===== src/rtl/core/assert_macros.svh =====
// Assertion helpers shared by the RTL. Define ASSERT_OFF to compile them out.
`ifndef ASSERT_MACROS_SVH
`define ASSERT_MACROS_SVH

`ifndef ASSERT_OFF

// Check a property on every rising edge outside reset.
`define ASSERT_RST(lbl, clk, rst_n, prop) \
  lbl: assert property (@(posedge clk) disable iff (!rst_n) (prop)) \
    else $error("%m: assertion failed");

// Check that a condition never holds outside reset.
`define ASSERT_NEVER(lbl, clk, rst_n, cond) \
  lbl: assert property (@(posedge clk) disable iff (!rst_n) !(cond)) \
    else $error("%m: forbidden condition seen");

`else

`define ASSERT_RST(lbl, clk, rst_n, prop)
`define ASSERT_NEVER(lbl, clk, rst_n, cond)

`endif

`endif


===== src/rtl/core/sacc_pkg.sv =====
package sacc_pkg;

  localparam int OUT_W      = 32;
  localparam int COUNT_W    = 32;
  localparam int CFG_IDX_W  = 2;
  localparam int CFG_DATA_W = 24;

  // Configuration register indexes
  localparam logic [CFG_IDX_W-1:0] CFG_FIELD_COUNT    = 2'd0;
  localparam logic [CFG_IDX_W-1:0] CFG_INSTANCE_COUNT = 2'd1;
  localparam logic [CFG_IDX_W-1:0] CFG_FIELD_MODES    = 2'd2;
  localparam logic [CFG_IDX_W-1:0] CFG_INTERVAL_MODE  = 2'd3;

  // Operations
  localparam logic OP_PUSH = 1'b0;
  localparam logic OP_READ = 1'b1;

  // Per-field accumulation modes; the remaining codes act as none
  localparam logic [2:0] MODE_NONE = 3'd0;
  localparam logic [2:0] MODE_MAX  = 3'd1;
  localparam logic [2:0] MODE_MIN  = 3'd2;
  localparam logic [2:0] MODE_MEAN = 3'd3;
  localparam logic [2:0] MODE_SUM  = 3'd4;
  localparam logic [2:0] MODE_LAST = 3'd5;

  typedef struct packed {
    logic        operation;
    logic [2:0]  instance_sel;
    logic [2:0]  field_sel;
    logic [31:0] sample_value;
  } item_t;

  typedef struct packed {
    logic [OUT_W-1:0]   result_value;
    logic [COUNT_W-1:0] sample_count;
    logic               baseline_only;
    logic               bad_index;
  } result_t;

  // Controller to datapath
  typedef struct packed {
    logic clr;       // zero one table entry, advance the sweep
    logic load;      // capture the word and its address
    logic rd;        // read the addressed entry
    logic update;    // evaluate the entry, commit or start the divider
    logic div_step;  // one quotient bit
    logic finish;    // commit the mean result
  } ctrl_cmd_t;

  // Datapath to controller
  typedef struct packed {
    logic clr_last;
    logic need_div;
    logic div_last;
  } dp_status_t;

endpackage


===== src/rtl/core/sacc_ctrl.sv =====
module sacc_ctrl import sacc_pkg::*; (
  input  logic       clk_i,
  input  logic       rst_ni,
  input  logic       start_i,
  input  dp_status_t status_i,
  output ctrl_cmd_t  cmd_o,
  output logic       busy_o
);

  typedef enum logic [5:0] {
    ST_CLEAR  = 6'b000001,
    ST_IDLE   = 6'b000010,
    ST_FETCH  = 6'b000100,
    ST_UPDATE = 6'b001000,
    ST_DIVIDE = 6'b010000,
    ST_FINISH = 6'b100000
  } state_e;

  state_e state_q, state_d;

  always_comb begin
    state_d = state_q;
    cmd_o   = '0;
    case (state_q)
      ST_CLEAR: begin
        cmd_o.clr = 1'b1;
        if (status_i.clr_last) state_d = ST_IDLE;
      end
      ST_IDLE: begin
        if (start_i) begin
          cmd_o.load = 1'b1;
          state_d    = ST_FETCH;
        end
      end
      ST_FETCH: begin
        cmd_o.rd = 1'b1;
        state_d  = ST_UPDATE;
      end
      ST_UPDATE: begin
        cmd_o.update = 1'b1;
        state_d      = status_i.need_div ? ST_DIVIDE : ST_IDLE;
      end
      ST_DIVIDE: begin
        cmd_o.div_step = 1'b1;
        if (status_i.div_last) state_d = ST_FINISH;
      end
      ST_FINISH: begin
        cmd_o.finish = 1'b1;
        state_d      = ST_IDLE;
      end
      default: begin
        state_d = ST_IDLE;
      end
    endcase
  end

  always_ff @(posedge clk_i or negedge rst_ni) begin
    if (!rst_ni) begin
      state_q <= ST_CLEAR;
    end else begin
      state_q <= state_d;
    end
  end

  assign busy_o = (state_q != ST_IDLE);

endmodule


===== config.mk =====
export PLATFORM = sky130hd
export DESIGN_NAME = sacc_ctrl
export DESIGN_NICKNAME = d
export VERILOG_FILES = /design/src/rtl/core/assert_macros.svh /design/src/rtl/core/sacc_pkg.sv /design/src/rtl/core/sacc_ctrl.sv
export SDC_FILE = /design/constraint.sdc
export NUM_CORES = 1
export LEC_CHECK = 0
export BUFFER_PORTS_ARGS = -buffer_cell sky130_fd_sc_hd__clkbuf_2
export CORE_AREA = 2 2 39 41
export DETAILED_ROUTE_END_ITERATION = 6
export DIE_AREA = 0 0 41 43
export GPL_ROUTABILITY_DRIVEN = 0
export PLACE_DENSITY = 0.5
export REMOVE_ABC_BUFFERS = 1
export SKIP_CTS_REPAIR_TIMING = 1
export SLEW_MARGIN = 10
export SYNTH_ARGS = -nofsm -noshare
export SYNTH_HDL_FRONTEND = slang
export SYNTH_SLANG_ARGS = --single-unit
export TNS_END_PERCENT = 30

===== constraint.sdc =====
create_clock -name clk_i -period 1.1 [get_ports clk_i]
set_input_delay 0.165 -clock clk_i [delete_from_list [all_inputs] [get_ports clk_i]]
set_output_delay 0.165 -clock clk_i [all_outputs]
set_load 0.02 [all_outputs]

==> impl_results.md, run 1 <==
- Utilization of the core after routing: 44.3%
- RSZ-0062 raised after global routing: yes
- Critical path required time: 0.94 ns
- Setup ws final: -0.426 ns
- Pre-Repair DR Iteration Count: 4
- Vias in the first global route: 338
- Dpl hpwl: 643 um
- WL final: 968 um
- Worst Path Arrival: 1.36 ns
- Area Overhead vs Synth: 85.6%
- Max transition margin: 82.8%
- H-tree Lvls: 1
- DRT iter0 DRCs: 5
- Outcome: complete, but fails checks
- FF-to-FF path depth: 5
- Hold Violations, Final: 0
- Fill cells: 142
- PwrDens: 2110 nW/um^2
- Skew final: 0.00676 ns
- Die area: 1760 sq um
- # rows: 14
- FF+latch area: 154 sq um
- Commonest cells post-synth: 5 x dfrtp_1, 4 x nand2_1, 4 x nor2_1
- Root Buffer: clkbuf_4
- Synth area leader: dfrtp_1
- Sequential area share after synthesis: 45.8%
- Worst slew pin tran: 0.257 ns
- Post-Synthesis Cells: 33
- Failing checks: setup timing
- Worst hold path type: primary input to register
- Layout cell share with drive strength beyond 1: 69.4%
- # port buffers: 12
- Largest net degree at the start of global routing: 7
- #FFs+latches synth: 6
- Syn. warnings: 0
- Setup crit start kind: register
- GRT Util Overall: 10.8%
- Routed metal-1 wirelength: 365 um
- # clock sinks: 6
- Reg-to-reg setup timing slack: -0.20 ns
- Final Slew Violations: 0
- Final min period: 1.53 ns
- Initial Util: 23.9%
- Placeable Area: 1380 sq um
- Layout Nets: 69
- CTS Buffer Depth: 2
- Via count: 375
- Post-synth EDFFs: 0
- Pre-CTS WS: -0.242 ns
- Clk Latency, worst-skew pair: 0.25 ns
- Worst-path clk slew: 0.05 ns
- First-pass GRT wire length: 1270 um
- Most common cell in the netlist: dfrtp_1
- Wire per inst: 12.4 um
- Mapped Area: 330 sq um
- Max Used Layer: met3
- Largest reg by FF count: state_q
- Critical path capture point type: output port
- Routed Antenna Nets: 0
- TritonCTS clock tree: built
- Initial antenna violation count: 0
- Metal2 WL: 546 um
- Cell count of the worst hold path: 2
- Post-DP Area: 485 sq um
- Die X-Extent: 41 um
- Die height: 43 um
- Final setup fails: 11
- Critical Path Fanout Max: 4
- Synth Flop Type: dfrtp_1
- Largest cells by area after synthesis: dfrtp_1 38%, dfstp_2 8.0%, nor3b_1 6.8%, and4b_1 6.1%, nand2_1 4.5%
- DRC violation count after routing: 0
- Ant. Diodes: 0
- Io pins: 13
- Kind of critical path: register to output port
- Grt ovf: 0
- Maximum VDD drop: 0.850 mV
- Period utilization: 139%
- Synth top area share: 37.9%
- Fin area: 613 sq um
- WL met3: 56 um
- CTS Buf Count: 3
- Post-DR vias/cell: 4.81
- Avg Inst Size Synth: 10.0 sq um
- Synth cell types: 19
- P_leak: 0.306 nW
- Max reg flops: 6
- Max_cap viols: 0
- Largest registers: state_q (6)
- Fmax: 655 MHz
- Ys async rst share: 100%
- Multi-input logic area: 223 sq um
power breakdown:
part,switching (mW),leakage (nW),total (mW),internal (mW)
clock network,0.0858,0.0150,0.224,0.138
registers,0.0760,0.0743,0.354,0.278
logic,0.375,0.217,0.717,0.341
total,0.537,0.306,1.29,0.757
final timing paths:
path                             startpoint          to
worst max-delay path             state_q[4]    cmd_o[4]
worst min-delay path            status_i[1]  state_q[4]
worst max register to register   state_q[4]  state_q[1]
worst min register to register   state_q[2]  state_q[3]
max in group asynchronous            rst_ni  state_q[0]
min in group asynchronous            rst_ni  state_q[4]
worst max-delay path, stage by stage, from the launching register on:
cell and delay, ns:
dfrtp_1 0.43, buf_6 0.15, nand4b_1 0.23, nor2_1 0.15
buf_4 0.15
layout by cell type, fill, tap and decap left out, drive strengths merged, types with 2 or more instances in the layout:
| cell | instances |
|---|---|
| clkbuf | 9 |
| nor3 | 2 |
| nor4b | 2 |
| nor3b | 3 |
| nor2 | 5 |
| dfrtp | 5 |
| and4b | 2 |
| nand2 | 4 |
| buf | 20 |
cells by family (layout without fill, tap and decap cells):
group,Yosys count,in the layout,share of synthesized area (%)
AND/OR/NAND/NOR,21,21,40.5
AO/OA/AOI/OAI,4,4,10.2
buffers and inverters,2,31,3.41
flip-flops,6,6,45.8
area by class of cell:
cell class	count	area share [%]
Timing Repair Buffer	26	30.4
Tap cell	16	3.27
Inverter	1	0.612
Clock buffer	4	4.29
Sequential cell	6	25.1
Multi-Input combinational cell	25	36.3
metal layers:
layer / vias up / GRT usage [%]
met4: 0 / 8.00
met2: 11 / 16.6
met3: 0 / 1.57
met1: 183 / 12.8
met5: - / 0
li1: 181 / -
through the flow:
stage	setup TNS (ns)	instances	total power, mW	hold slack, ns
final	-2.96	78	1.29	0.132
after global routing	-3.66	78	1.38	0.148
after CTS	-3.89	75	1.11	-0.258
after detailed placement	-1.93	71	0.889	0.00559
after global placement	-1.71	71	0.883	0.00801
after floorplan	-1.84	32	0.642	-0.131
(Power assumes the default switching activity.)
==> run 2, diff against run 1 <==
CTS_BUF_LIST = sky130_fd_sc_hd__clkbuf_16   (was unset)
==> run 2 against run 1 <==
Net effect:
- the run still ends with setup timing left
- design area grew 8.6%
- setup slack gained 0.026 ns
- global-route usage grew 0.40 points
- die area is the same
- sequential share of layout area shrank 2.0 points
- clock power grew to 2.7 times the previous value
- flip-flop and latch count is the same
- maximum frequency grew 1.7%
- power grew 29%
- wire length shrank 0.21%
- via count shrank 2.7%
- clock skew shrank 0.0047 ns
- critical endpoint unchanged
==> impl_results.md, run 2 (synthesized netlist as in run 1, its figures left out) <==
- Vias in the first global route: 339 (was 338)
- Layout Nets: 69 (unchanged)
- Commonest non-fill, non-tap cell in the layout: buf_4 (unchanged)
- Die X-Extent: 41 um (unchanged)
- Largest net degree at the start of global routing: 7 (unchanged)
- Area Overhead vs Synth: 102% (was 85.6%)
- TritonCTS clock tree: built (unchanged)
- GRT Util Overall: 11.2% (was 10.8%)
- Max incr delay on CP: 0.42 ns (was 0.43 ns)
- # port buffers: 12 (unchanged)
- Clk Latency, worst-skew pair: 0.23 ns (was 0.25 ns)
- Setup crit start kind: register (unchanged)
- Commonest non-fill, non-tap cells in the layout: 18 x buf_4, 5 x clkbuf_2, 3 x nor3b_2, 3 x clkbuf_16, 3 x dfrtp_1 (was 18 x buf_4, 5 x clkbuf_2, 3 x nor3b_2, 3 x clkbuf_4, 3 x dfrtp_1)
- DRC violation count after routing: 0 (unchanged)
- Die height: 43 um (unchanged)
- Max reg flops: 6 (unchanged)
- Worst path cell trace: buf_6 > nand4b_1 > nor2_1 > buf_4 (unchanged)
- Pre-Repair DR Iteration Count: 4 (unchanged)
- Design Power: 1.67 mW (was 1.29 mW)
- Setup ws final: -0.400 ns (was -0.426 ns)
- P_leak: 0.333 nW (was 0.306 nW)
- Skew final: 0.00209 ns (was 0.00676 ns)
- Worst hold path type: primary input to register (unchanged)
- Post-route insts no fill: 78 (unchanged)
- Setup TNS: -2.76 ns (was -2.96 ns)
- Slowest stage cell, crit path: dfrtp_1 (unchanged)
- Critical Path Fanout Max: 4 (unchanged)
- RSZ-0062 raised after global routing: yes (unchanged)
- H-tree Lvls: 1 (unchanged)
- Initial antenna violation count: 0 (unchanged)
- Hold Violations, Final: 0 (unchanged)
- Io pins: 13 (unchanged)
- First-pass GRT wire length: 1300 um (was 1270 um)
- Largest reg by FF count: state_q (unchanged)
- Buf/Inv on CP: 2 (unchanged)
- FF+latch area: 154 sq um (unchanged)
- Utilization of the core after routing: 48.1% (was 44.3%)
- Largest registers: state_q (6) (unchanged)
- Layout cell share with drive strength beyond 1: 69.4% (unchanged)
- Placeable Area: 1380 sq um (unchanged)
- Final setup fails: 10 (was 11)
- Root Buffer: clkbuf_16 (was clkbuf_4)
- Initial Util: 23.9% (unchanged)
- Max transition margin: 83.0% (was 82.8%)
- Via count: 365 (was 375)
- Worst Path Arrival: 1.33 ns (was 1.36 ns)
- Wire per inst: 12.4 um (about the same)
- Post-DP Area: 485 sq um (unchanged)
- Period utilization: 136% (was 139%)
- Ant. Diodes: 0 (unchanged)
- Routed Antenna Nets: 0 (unchanged)
- Worst-path clk slew: 0.04 ns (was 0.05 ns)
- Fin area: 666 sq um (was 613 sq um)
- Fill cells: 134 (was 142)
- Top cell family by delay on the critical path: flip-flops (unchanged)
- DRT iter0 DRCs: 5 (unchanged)
- Dpl hpwl: 643 um (unchanged)
- Kind of critical path: register to output port (unchanged)
- Final Slew Violations: 0 (unchanged)
- Max_cap viols: 0 (unchanged)
- Failing checks: setup timing (unchanged)
- Multi-input logic area: 223 sq um (unchanged)
- WL final: 966 um (was 968 um)
- Critical path required time: 0.94 ns (about the same)
- Critical path capture point type: output port (unchanged)
- Die area: 1760 sq um (unchanged)
- # rows: 14 (unchanged)
- Outcome: complete, but fails checks (unchanged)
- # clock sinks: 6 (unchanged)
- CTS Buf Count: 3 (unchanged)
- Post-DR vias/cell: 4.68 (was 4.81)
- Maximum VDD drop: 1.44 mV (was 0.850 mV)
- Placed Cells incl. Taps: 71 (unchanged)
- Hold slack: 0.153 ns (was 0.132 ns)
- Final min period: 1.50 ns (was 1.53 ns)
- CTS Buffer Depth: 2 (unchanged)
- Pre-CTS WS: -0.242 ns (unchanged)
- Fmax: 667 MHz (was 655 MHz)
- Worst slew pin tran: 0.254 ns (was 0.257 ns)
- Grt ovf: 0 (unchanged)
- PwrDens: 2510 nW/um^2 (was 2110 nW/um^2)
==> run 2: path summary, 6_finish.rpt <==
path                        startpoint          to  slack, ns  cells after the start
max                         state_q[4]    cmd_o[4]      -0.40                      4
max reg2reg                 state_q[4]  state_q[1]      -0.18                      5
min in group asynchronous       rst_ni  state_q[3]       0.31                      2
max in group asynchronous       rst_ni  state_q[0]       0.55                      2
min                        status_i[1]  state_q[4]       0.15                      2
min reg2reg                 state_q[2]  state_q[3]       0.64                      1
==> run 2: worst reg2reg max path: stages (launching register included) <==
cell and delay (ns):
dfrtp_1 0.42, buf_6 0.15, buf_4 0.12, nor4b_2 0.15, buf_4 0.13, a311oi_1 0.20
==> run 2: layout make-up <==
| class | instances | share of cell area [%] |
|---|---|---|
| clock buffer | 3 | 11.3 |
| clock inverter | 1 | 0.564 |
| inverter | 1 | 0.564 |
| multi-input combinational | 25 | 33.5 |
| sequential | 6 | 23.1 |
| tap | 16 | 3.01 |
| timing repair buffer | 26 | 28.0 |
==> run 2: layer usage <==
layer  part of all wire [%]  wire (um)  up-vias  track usage (%)
met5                      0          0        -                0
met4                      0          0        0             8.00
met3                    5.3         51        0             3.14
met2                     55        530       13             16.6
met1                     40        384      172             13.2
li1                       -          -      180                -
==> run 2: power breakdown <==
group	switching, mW	total (mW)	leakage, nW	internal, mW
Sequential	0.0756	0.354	0.0743	0.279
Clock	0.126	0.597	0.0423	0.472
Combinational	0.378	0.719	0.217	0.341
Total	0.579	1.67	0.333	1.09
